**config.mk**
```make
export PLATFORM = sky130hd
export DESIGN_NAME = websocket_frame_deframer
export DESIGN_NICKNAME = d
export VERILOG_FILES = /design/src/design/wsfd_pkg.sv /design/src/design/wsfd_parser.sv /design/src/design/websocket_frame_deframer.sv
export SDC_FILE = /design/constraint.sdc
export NUM_CORES = 1
export LEC_CHECK = 0
export ABC_AREA = 1
export BUFFER_PORTS_ARGS = -buffer_cell sky130_fd_sc_hd__buf_4
export CAP_MARGIN = 30
export CORE_MARGIN = 1.5
export CORE_UTILIZATION = 65
export DETAILED_ROUTE_END_ITERATION = 16
export GPL_TIMING_DRIVEN = 0
export PLACE_DENSITY = 0.83
export SLEW_MARGIN = 10
export SYNTH_ARGS = -nofsm -noshare
export SYNTH_HDL_FRONTEND = slang
export SYNTH_HIERARCHICAL = 1
export SYNTH_SLANG_ARGS = --single-unit
```
**constraint.sdc**
```tcl
create_clock -name clk_i -period 5.35 [get_ports clk_i]
set_input_delay 1.07 -clock clk_i [delete_from_list [all_inputs] [get_ports clk_i]]
set_output_delay 1.07 -clock clk_i [all_outputs]
set_load 0.05 [all_outputs]
```
**src/design/wsfd_pkg.sv**
```systemverilog
// ----------------------------------------------------------------------------
// wsfd_pkg: shared types and constants of the frame deframer
// Holds the result record passed from the parser to the output register.
// ----------------------------------------------------------------------------
package wsfd_pkg;

  localparam logic [3:0] CloseOpcode = 4'h8;
  localparam logic [6:0] LenExt16    = 7'd126;
  localparam logic [6:0] LenExt64    = 7'd127;
  localparam logic [3:0] Ext16Bytes  = 4'd2;
  localparam logic [3:0] Ext64Bytes  = 4'd8;
  localparam logic [3:0] MaskBytes   = 4'd4;

  typedef struct packed {
    logic [7:0]  data_byte;
    logic        data_valid;
    logic [3:0]  frame_opcode;
    logic        final_fragment;
    logic        frame_end;
    logic [15:0] close_code;
    logic        close_code_valid;
    logic        truncated;
  } wsfd_result_t;

endpackage

```
**src/design/wsfd_parser.sv**
```systemverilog
// ----------------------------------------------------------------------------
// wsfd_parser: frame header and payload parser
// Holds the parse state and forms the result for one byte in a single pass.
// ----------------------------------------------------------------------------
module wsfd_parser #(
  parameter int unsigned LENGTH_BITS = 64
) (
  input  logic                  clk_i,
  input  logic                  rst_ni,
  input  logic                  step_i,
  input  logic [7:0]            byte_i,
  input  logic                  last_i,
  output logic                  emit_o,
  output wsfd_pkg::wsfd_result_t result_o
);

  typedef enum logic [2:0] {
    PhHdr0,
    PhHdr1,
    PhExt,
    PhMask,
    PhPayload,
    PhDrop
  } phase_e;

  phase_e                 phase_q, phase_d;
  logic [3:0]             cnt_q, cnt_d;
  logic [LENGTH_BITS-1:0] len_q, len_d;
  logic [LENGTH_BITS-1:0] idx_q, idx_d;
  logic [31:0]            key_q, key_d;
  logic                   masked_q, masked_d;
  logic [3:0]             opcode_q, opcode_d;
  logic                   fin_q, fin_d;
  logic [15:0]            close_q, close_d;

  logic       active, done, trunc, dv, fe, cv;
  logic [7:0] db, kb;
  logic [6:0] l7;

  always_comb begin
    phase_d  = phase_q;
    cnt_d    = cnt_q;
    len_d    = len_q;
    idx_d    = idx_q;
    key_d    = key_q;
    masked_d = masked_q;
    opcode_d = opcode_q;
    fin_d    = fin_q;
    close_d  = close_q;
    active   = 1'b1;
    done     = 1'b0;
    trunc    = 1'b0;
    dv       = 1'b0;
    db       = 8'h00;
    kb       = 8'h00;
    l7       = byte_i[6:0];
    emit_o   = 1'b0;

    case (phase_q)
      PhHdr0: begin
        fin_d    = byte_i[7];
        opcode_d = byte_i[3:0];
        masked_d = 1'b0;
        len_d    = '0;
        idx_d    = '0;
        key_d    = '0;
        close_d  = '0;
        cnt_d    = '0;
        phase_d  = PhHdr1;
      end
      PhHdr1: begin
        masked_d = byte_i[7];
        if (l7 == wsfd_pkg::LenExt16) begin
          cnt_d   = wsfd_pkg::Ext16Bytes;
          phase_d = PhExt;
        end else if (l7 == wsfd_pkg::LenExt64) begin
          cnt_d   = wsfd_pkg::Ext64Bytes;
          phase_d = PhExt;
        end else begin
          len_d = LENGTH_BITS'(l7);
          if (byte_i[7]) begin
            cnt_d   = wsfd_pkg::MaskBytes;
            phase_d = PhMask;
          end else if (l7 == 7'd0) begin
            done = 1'b1;
          end else begin
            phase_d = PhPayload;
          end
        end
      end
      PhExt: begin
        // saturate once the top byte would be shifted out
        if (len_q[LENGTH_BITS-1 -: 8] != 8'h00) begin
          len_d = '1;
        end else begin
          len_d = {len_q[LENGTH_BITS-9:0], byte_i};
        end
        cnt_d = cnt_q - 4'd1;
        if (cnt_d == 4'd0) begin
          if (masked_q) begin
            cnt_d   = wsfd_pkg::MaskBytes;
            phase_d = PhMask;
          end else if (len_d == '0) begin
            done = 1'b1;
          end else begin
            phase_d = PhPayload;
          end
        end
      end
      PhMask: begin
        key_d = {key_q[23:0], byte_i};
        cnt_d = cnt_q - 4'd1;
        if (cnt_d == 4'd0) begin
          if (len_q == '0) begin
            done = 1'b1;
          end else begin
            phase_d = PhPayload;
          end
        end
      end
      PhPayload: begin
        case (idx_q[1:0])
          2'd0:    kb = key_q[31:24];
          2'd1:    kb = key_q[23:16];
          2'd2:    kb = key_q[15:8];
          default: kb = key_q[7:0];
        endcase
        db = masked_q ? (byte_i ^ kb) : byte_i;
        if (idx_q == '0) begin
          close_d[15:8] = db;
        end else if (idx_q == LENGTH_BITS'(1)) begin
          close_d[7:0] = db;
        end
        idx_d  = idx_q + LENGTH_BITS'(1);
        dv     = 1'b1;
        emit_o = 1'b1;
        done   = (idx_d >= len_q);
      end
      PhDrop: begin
        active = 1'b0;
        if (last_i) begin
          phase_d = PhHdr0;
        end
      end
      default: begin
        active  = 1'b0;
        phase_d = PhHdr0;
      end
    endcase

    if (active) begin
      if (done) begin
        emit_o  = 1'b1;
        phase_d = last_i ? PhHdr0 : PhDrop;
      end else if (last_i) begin
        emit_o  = 1'b1;
        trunc   = 1'b1;
        phase_d = PhHdr0;
      end
    end

    fe = done | trunc;
    cv = fe && (opcode_d == wsfd_pkg::CloseOpcode) && (idx_d >= LENGTH_BITS'(2));

    result_o.data_byte        = dv ? db : 8'h00;
    result_o.data_valid       = dv;
    result_o.frame_opcode     = opcode_d;
    result_o.final_fragment   = fin_d;
    result_o.frame_end        = fe;
    result_o.close_code       = cv ? close_d : 16'h0000;
    result_o.close_code_valid = cv;
    result_o.truncated        = trunc;
  end

  always_ff @(posedge clk_i or negedge rst_ni) begin
    if (!rst_ni) begin
      phase_q  <= PhHdr0;
      cnt_q    <= '0;
      len_q    <= '0;
      idx_q    <= '0;
      key_q    <= '0;
      masked_q <= 1'b0;
      opcode_q <= '0;
      fin_q    <= 1'b0;
      close_q  <= '0;
    end else if (step_i) begin
      phase_q  <= phase_d;
      cnt_q    <= cnt_d;
      len_q    <= len_d;
      idx_q    <= idx_d;
      key_q    <= key_d;
      masked_q <= masked_d;
      opcode_q <= opcode_d;
      fin_q    <= fin_d;
      close_q  <= close_d;
    end
  end

endmodule

```
**src/design/websocket_frame_deframer.sv**
```systemverilog
// ----------------------------------------------------------------------------
// websocket_frame_deframer: receive-side frame parser
// Datapath: a byte beat is held in the input register; the result that the
// parser forms from it in a single pass is held in the result register.
// Throughput: one byte beat per cycle unless the result register is stalled.
// Reset: asynchronous, active low; parsing restarts at the first header byte
// and both registers come up empty.
// ----------------------------------------------------------------------------
module websocket_frame_deframer #(
  parameter int unsigned LENGTH_BITS = 64
) (
  input  logic        clk_i,
  input  logic        rst_ni,
  input  logic        s_axis_tvalid_i,
  output logic        s_axis_tready_o,
  input  logic [7:0]  s_axis_tdata_i,   // [7:0] in_byte
  input  logic        s_axis_tlast_i,   // buffer_end
  output logic        m_axis_tvalid_o,
  input  logic        m_axis_tready_i,
  // [7:0] data_byte, [8] data_valid, [12:9] frame_opcode, [13] final_fragment,
  // [29:14] close_code, [30] close_code_valid, [31] zero
  output logic [31:0] m_axis_tdata_o,
  output logic        m_axis_tlast_o,   // frame_end
  output logic        m_axis_tuser_o    // truncated
);

  // input register
  logic       in_valid_q, in_valid_d;
  logic [7:0] in_byte_q;
  logic       in_last_q;

  // result register
  logic                  out_valid_q, out_valid_d;
  wsfd_pkg::wsfd_result_t out_q;

  logic                  accept, advance, emit;
  wsfd_pkg::wsfd_result_t result;

  // Advance the held beat whenever the result register is free or draining.
  assign advance         = in_valid_q && (!out_valid_q || m_axis_tready_i);
  assign s_axis_tready_o = !in_valid_q || advance;
  assign accept          = s_axis_tvalid_i && s_axis_tready_o;

  wsfd_parser #(
    .LENGTH_BITS(LENGTH_BITS)
  ) u_parser (
    .clk_i   (clk_i),
    .rst_ni  (rst_ni),
    .step_i  (advance),
    .byte_i  (in_byte_q),
    .last_i  (in_last_q),
    .emit_o  (emit),
    .result_o(result)
  );

  always_comb begin
    in_valid_d = in_valid_q;
    if (accept) begin
      in_valid_d = 1'b1;
    end else if (advance) begin
      in_valid_d = 1'b0;
    end

    // Load a result when the parser emits one; drop the old one once taken.
    out_valid_d = out_valid_q;
    if (advance && emit) begin
      out_valid_d = 1'b1;
    end else if (m_axis_tready_i) begin
      out_valid_d = 1'b0;
    end
  end

  always_ff @(posedge clk_i or negedge rst_ni) begin
    if (!rst_ni) begin
      in_valid_q  <= 1'b0;
      out_valid_q <= 1'b0;
    end else begin
      in_valid_q  <= in_valid_d;
      out_valid_q <= out_valid_d;
    end
  end

  // payload registers carry no reset
  always_ff @(posedge clk_i) begin
    if (accept) begin
      in_byte_q <= s_axis_tdata_i;
      in_last_q <= s_axis_tlast_i;
    end
    if (advance && emit) begin
      out_q <= result;
    end
  end

  assign m_axis_tvalid_o = out_valid_q;
  assign m_axis_tdata_o  = {1'b0, out_q.close_code_valid, out_q.close_code,
                            out_q.final_fragment, out_q.frame_opcode,
                            out_q.data_valid, out_q.data_byte};
  assign m_axis_tlast_o  = out_q.frame_end;
  assign m_axis_tuser_o  = out_q.truncated;

  // A result without a payload byte always closes its frame.
  a_nodata_ends_frame: assert property (@(posedge clk_i) disable iff (!rst_ni)
    m_axis_tvalid_o && !out_q.data_valid |-> out_q.frame_end)
    else $error("result without payload byte does not end a frame");

  // Truncation and close codes only appear on the last result of a frame.
  a_trunc_ends_frame: assert property (@(posedge clk_i) disable iff (!rst_ni)
    m_axis_tvalid_o && (out_q.truncated || out_q.close_code_valid) |-> out_q.frame_end)
    else $error("truncated or close code flagged before frame end");

  // A held beat that cannot advance stays held.
  a_in_hold: assert property (@(posedge clk_i) disable iff (!rst_ni)
    in_valid_q && !advance |=> in_valid_q && $stable(in_byte_q))
    else $error("held input beat lost while stalled");

  // A stalled result must not be overwritten.
  a_out_hold: assert property (@(posedge clk_i) disable iff (!rst_ni)
    out_valid_q && !m_axis_tready_i |-> !advance)
    else $error("parser advanced into a stalled result register");

endmodule
```
==> impl_results.md <==
- DRC: 0
- DIE AREA: ~25,000 sq um
- Effective utilization at floorplan: 66.0%
- Final weighted congestion in routability-driven placement: roughly 1.1
- Overall routing resource usage: between 40 and 50%
- Yosys reg bits: 233
- Vias in the first global route: between 15,000 and 20,000
- Cell depth of the worst flop-to-flop path: 23
- Number of iterations in the first detailed-routing pass: 6
- Number of cells produced by synthesis: between 2,000 and 2,500
- Sequential element share of the synthesized area: 39.2%
- Post-CTS Setup Inserts: 0
- Root Buffer Master: sky130_fd_sc_hd__clkbuf_16
- Number of gates resized after cts: 0
- Internal Power: 3490 uW
- Fill count: about 1,900
- Critical path required time: 5770 ps
- Maximum VDD drop: slightly below 0.4 mV
- Post-layout net count: between 2,000 and 2,500
- Fmax: around 210 MHz
- Critical Path Sink Type: flip-flop
- Sequential fraction of design power: 35.8%
- Number of I/O pins: 49
- Std-Cell Rows: 56
- Max Slew Vio Count: 0
- Run status: finished clean
- Number of clock sinks: 233
- Routed length per instance: 20.9 microns
- Die Height: approximately 160 microns
- Critical Path Start: u_parser/idx_q[1]$_DFFE_PN0P_
- Clock Skews: 23.2 ps
- Tightest Hold Check Type: flip-flop to flip-flop
- Netlist area before placement: 15,400 sq um
- CP max FO: 10
- Ratio of cells with drive above 1 in the final layout: under 10%
- Maximum number of pins on one net before global-route repair: ~100
- Maximum buffer depth of the clock tree: 3
- Design Power: 5880 uW
- Die width: between 150 and 200 microns
- Net switching power: about 2400 uW
- Relative contribution of the clock network to total power: between 30% and 40%
- Final Setup Violations: 0
- Leak: between 0.007 and 0.008 uW
- WL final: 54,200 microns
- Initial antenna violation count: 0
- Sum of overflow across all layers after global routing: 0
- Half-perimeter wire length after placement: 40,000 microns
- Clock transition at the registers of the reported paths: roughly 60 ps
- Maxcap violations: 0
- Input/output buffers: 47
- Nature of the critical path startpoint: flip-flop
- Synthesized net count: between 2,000 and 2,500
- Post-Synthesis Mean Instance Area: about 7.1 sq um
- Tightest slew margin relative to the limit: 34.6%
- Diode count: 0
- Number of vias in the routed layout: around 16,000
- Syn. warnings: 6
- Residual antenna-violating net count after detailed routing: 0
- DR vias/cell: about 6.3
- Core ar.: about 23,000 sq um
- Proportion of total power due to net switching: 40.7%
- Fin Setup TNS: 0 ps
- Slew of the pin with the lowest slew margin: 981 ps
- Launch instance of the worst min-delay path: u_parser/len_q[59]$_DFFE_PN0P_
- CTS buffer count: 26
- Synthesis-to-layout area growth: 10.8%
- Cts hold-fix bufs: 0
- Combinational cell fraction of total power: between 30% and 40%
- Total number of H-tree levels: 1
- Register area: 6040 sq um
- Hold Path Depth: 2
- Power density relative to cell area: between 300 and 400 nW/um^2
- Post-route clock period utilization: about nine tenths
- Drt first-iter violations: 2,288
- Latest clock arrival within the worst-skew pair: 570 ps
- Reg2reg start: u_parser/idx_q[1]$_DFFE_PN0P_
- Setup repair after global routing missed its margin: false
- Arrival time of data at the critical path endpoint: between 5000 and 6000 ps
- Hold violation count in the final report: 0
- TritonCTS clock tree: yes
- Crit Path Class: flip-flop to flip-flop
- Area of the multi-input gates: 7930 sq um
- Number of distinct standard cells referenced by the synthesized netlist: 42
- Min cycle time layout: between 4000 and 5000 ps
- Wire length of the first global-routing pass: about 83,000 microns
==> sequential cells by signal, summed over array words and instances (netlist names) <==
name / flops
u_parser/idx_q: 64
u_parser/len_q: 64
u_parser/key_q: 32
m_axis_tdata_o: 31
u_parser/close_q: 16
in_byte_q: 8
u_parser/cnt_q: 4
u_parser/opcode_q: 4
u_parser/phase_q: 3
in_last_q: 1
in_valid_q: 1
m_axis_tlast_o: 1
m_axis_tuser_o: 1
m_axis_tvalid_o: 1
u_parser/fin_q: 1
u_parser/masked_q: 1
==> cells by family (layout without fill, tap and decap cells) <==
| family | count (synthesis) | count (layout) | share of synthesized area [%] |
|---|---|---|---|
| buffers and inverters | 367 | 462 | 9.31 |
| adder cells (fa/ha/maj) | 71 | 71 | 5.77 |
| AND/OR/NAND/NOR | 1073 | 1073 | 29.9 |
| flip-flops | 233 | 233 | 39.2 |
| XOR/XNOR | 31 | 31 | 1.76 |
| other | 1 | 1 | 0.0244 |
| AO/OA/AOI/OAI | 406 | 406 | 14.0 |
==> power groups by stage <==
stage	Clock (uW)	Sequential, uW	Combinational (uW)
5_1_grt	1910	2120	2050
2_1_floorplan	0	2250	1030
3_5_place_dp	0	2120	1810
3_3_place_gp	0	2110	1760
4_1_cts	1850	2100	1840
6_report	1840	2110	1930
==> routing by layer <==
layer	vias to the layer above	GRT usage, %	part of all wire [%]
met3	294	8.54	11
met4	0	33.3	9.1
met5	-	0	0
met2	1185	71.4	44
met1	7441	53.7	36
li1	7321	-	-
==> layout make-up <==
class,instances,share of cell area (%)
multi-input combinational,1582,46.5
sequential,233,35.4
timing repair buffer,48,2.27
clock inverter,11,0.844
inverter,287,6.32
buffer,80,2.08
tap,319,2.34
clock buffer,36,4.27
==> cells in the mapped netlist, drive strengths merged <==
| cell | number | area, sq um |
|---|---|---|
| a22oi | 1 | 7.51 |
| buf | 24 | 145 |
| or2 | 5 | 31.3 |
| nor3b | 1 | 7.51 |
| clkinv | 1 | 3.75 |
| o21ai | 304 | 1520 |
| xnor2 | 1 | 8.76 |
| conb | 1 | 3.75 |
| a31oi | 1 | 6.26 |
| xor2 | 30 | 263 |
| and2 | 32 | 200 |
| clkbuf | 56 | 210 |
| o31ai | 1 | 7.51 |
| edfxtp | 42 | 1260 |
| o21a | 1 | 7.51 |
| nand3 | 101 | 510 |
| a21o | 2 | 15.0 |
| nor4 | 18 | 113 |
| o22ai | 46 | 288 |
| nor3 | 15 | 80.1 |
| a31o | 1 | 8.76 |
| ha | 71 | 888 |
| inv | 286 | 1070 |
| nand4 | 70 | 438 |
| o211ai | 3 | 22.5 |
| o221ai | 9 | 78.8 |
| nand2 | 587 | 2230 |
| nor2 | 244 | 998 |
| dfrtp | 191 | 4780 |
| a21oi | 36 | 180 |
| o2111ai | 1 | 8.76 |
==> cell usage in the layout (no fill, tap or decap), drive strengths merged, types with 36 or more instances in the layout <==
cell | netlist | routed
a21oi | 36 | 36
inv | 286 | 288
nand2 | 587 | 587
nand4 | 70 | 70
nor2 | 244 | 244
nand3 | 101 | 101
o21ai | 304 | 304
buf | 24 | 72
ha | 71 | 71
clkbuf | 56 | 92
o22ai | 46 | 46
edfxtp | 42 | 42
dfrtp | 191 | 191
==> critical path, cell delays in order, from the launching register on <==
cell and delay, ps:
sky130_fd_sc_hd__dfrtp_1 500, sky130_fd_sc_hd__ha_1 190, sky130_fd_sc_hd__buf_2 220, sky130_fd_sc_hd__nand2_1 130, sky130_fd_sc_hd__nor2_1 490, sky130_fd_sc_hd__nand2_1 370, sky130_fd_sc_hd__nor2_1 190, sky130_fd_sc_hd__nand2_1 80
sky130_fd_sc_hd__and2_1 180, sky130_fd_sc_hd__ha_1 290, sky130_fd_sc_hd__nand4_1 100, sky130_fd_sc_hd__or2_2 330, sky130_fd_sc_hd__nor3_1 240, sky130_fd_sc_hd__nand2_1 90, sky130_fd_sc_hd__nand3_1 120, sky130_fd_sc_hd__nor2_1 90
sky130_fd_sc_hd__nand3_1 110, sky130_fd_sc_hd__nand2_1 100, sky130_fd_sc_hd__nand3_1 180, sky130_fd_sc_hd__nand2_1 80, sky130_fd_sc_hd__inv_1 100, sky130_fd_sc_hd__nand2_4 110, sky130_fd_sc_hd__buf_12 170, sky130_fd_sc_hd__nor2_2 120
==> stage by stage <==
stage	util, %	cells	area, sq um	hold WS, ps	setup WS [ps]
after floorplan	-	2182	15400	446	2050
after global placement	69.2	2548	16100	459	910
after detailed placement	69.4	2549	16200	466	832
after CTS	73.1	2596	17100	481	783
after global routing	73.1	2596	17100	507	442
final	73.1	2596	17100	488	616
==> final timing paths <==
| kind | to | slack (ps) |
|---|---|---|
| worst max-delay path | m_axis_tdata_o[28]$_DFFE_PP_ | 620 |
| worst min-delay path | u_parser/len_q[59]$_DFFE_PN0P_ | 490 |
| worst max register to register | m_axis_tdata_o[28]$_DFFE_PP_ | 620 |
| worst min register to register | u_parser/len_q[59]$_DFFE_PN0P_ | 490 |
| max in group asynchronous | u_parser/idx_q[27]$_DFFE_PN0P_ | 3860 |
| min in group asynchronous | u_parser/len_q[52]$_DFFE_PN0P_ | 540 |
No activity file was read; power rests on OpenSTA's default activity.
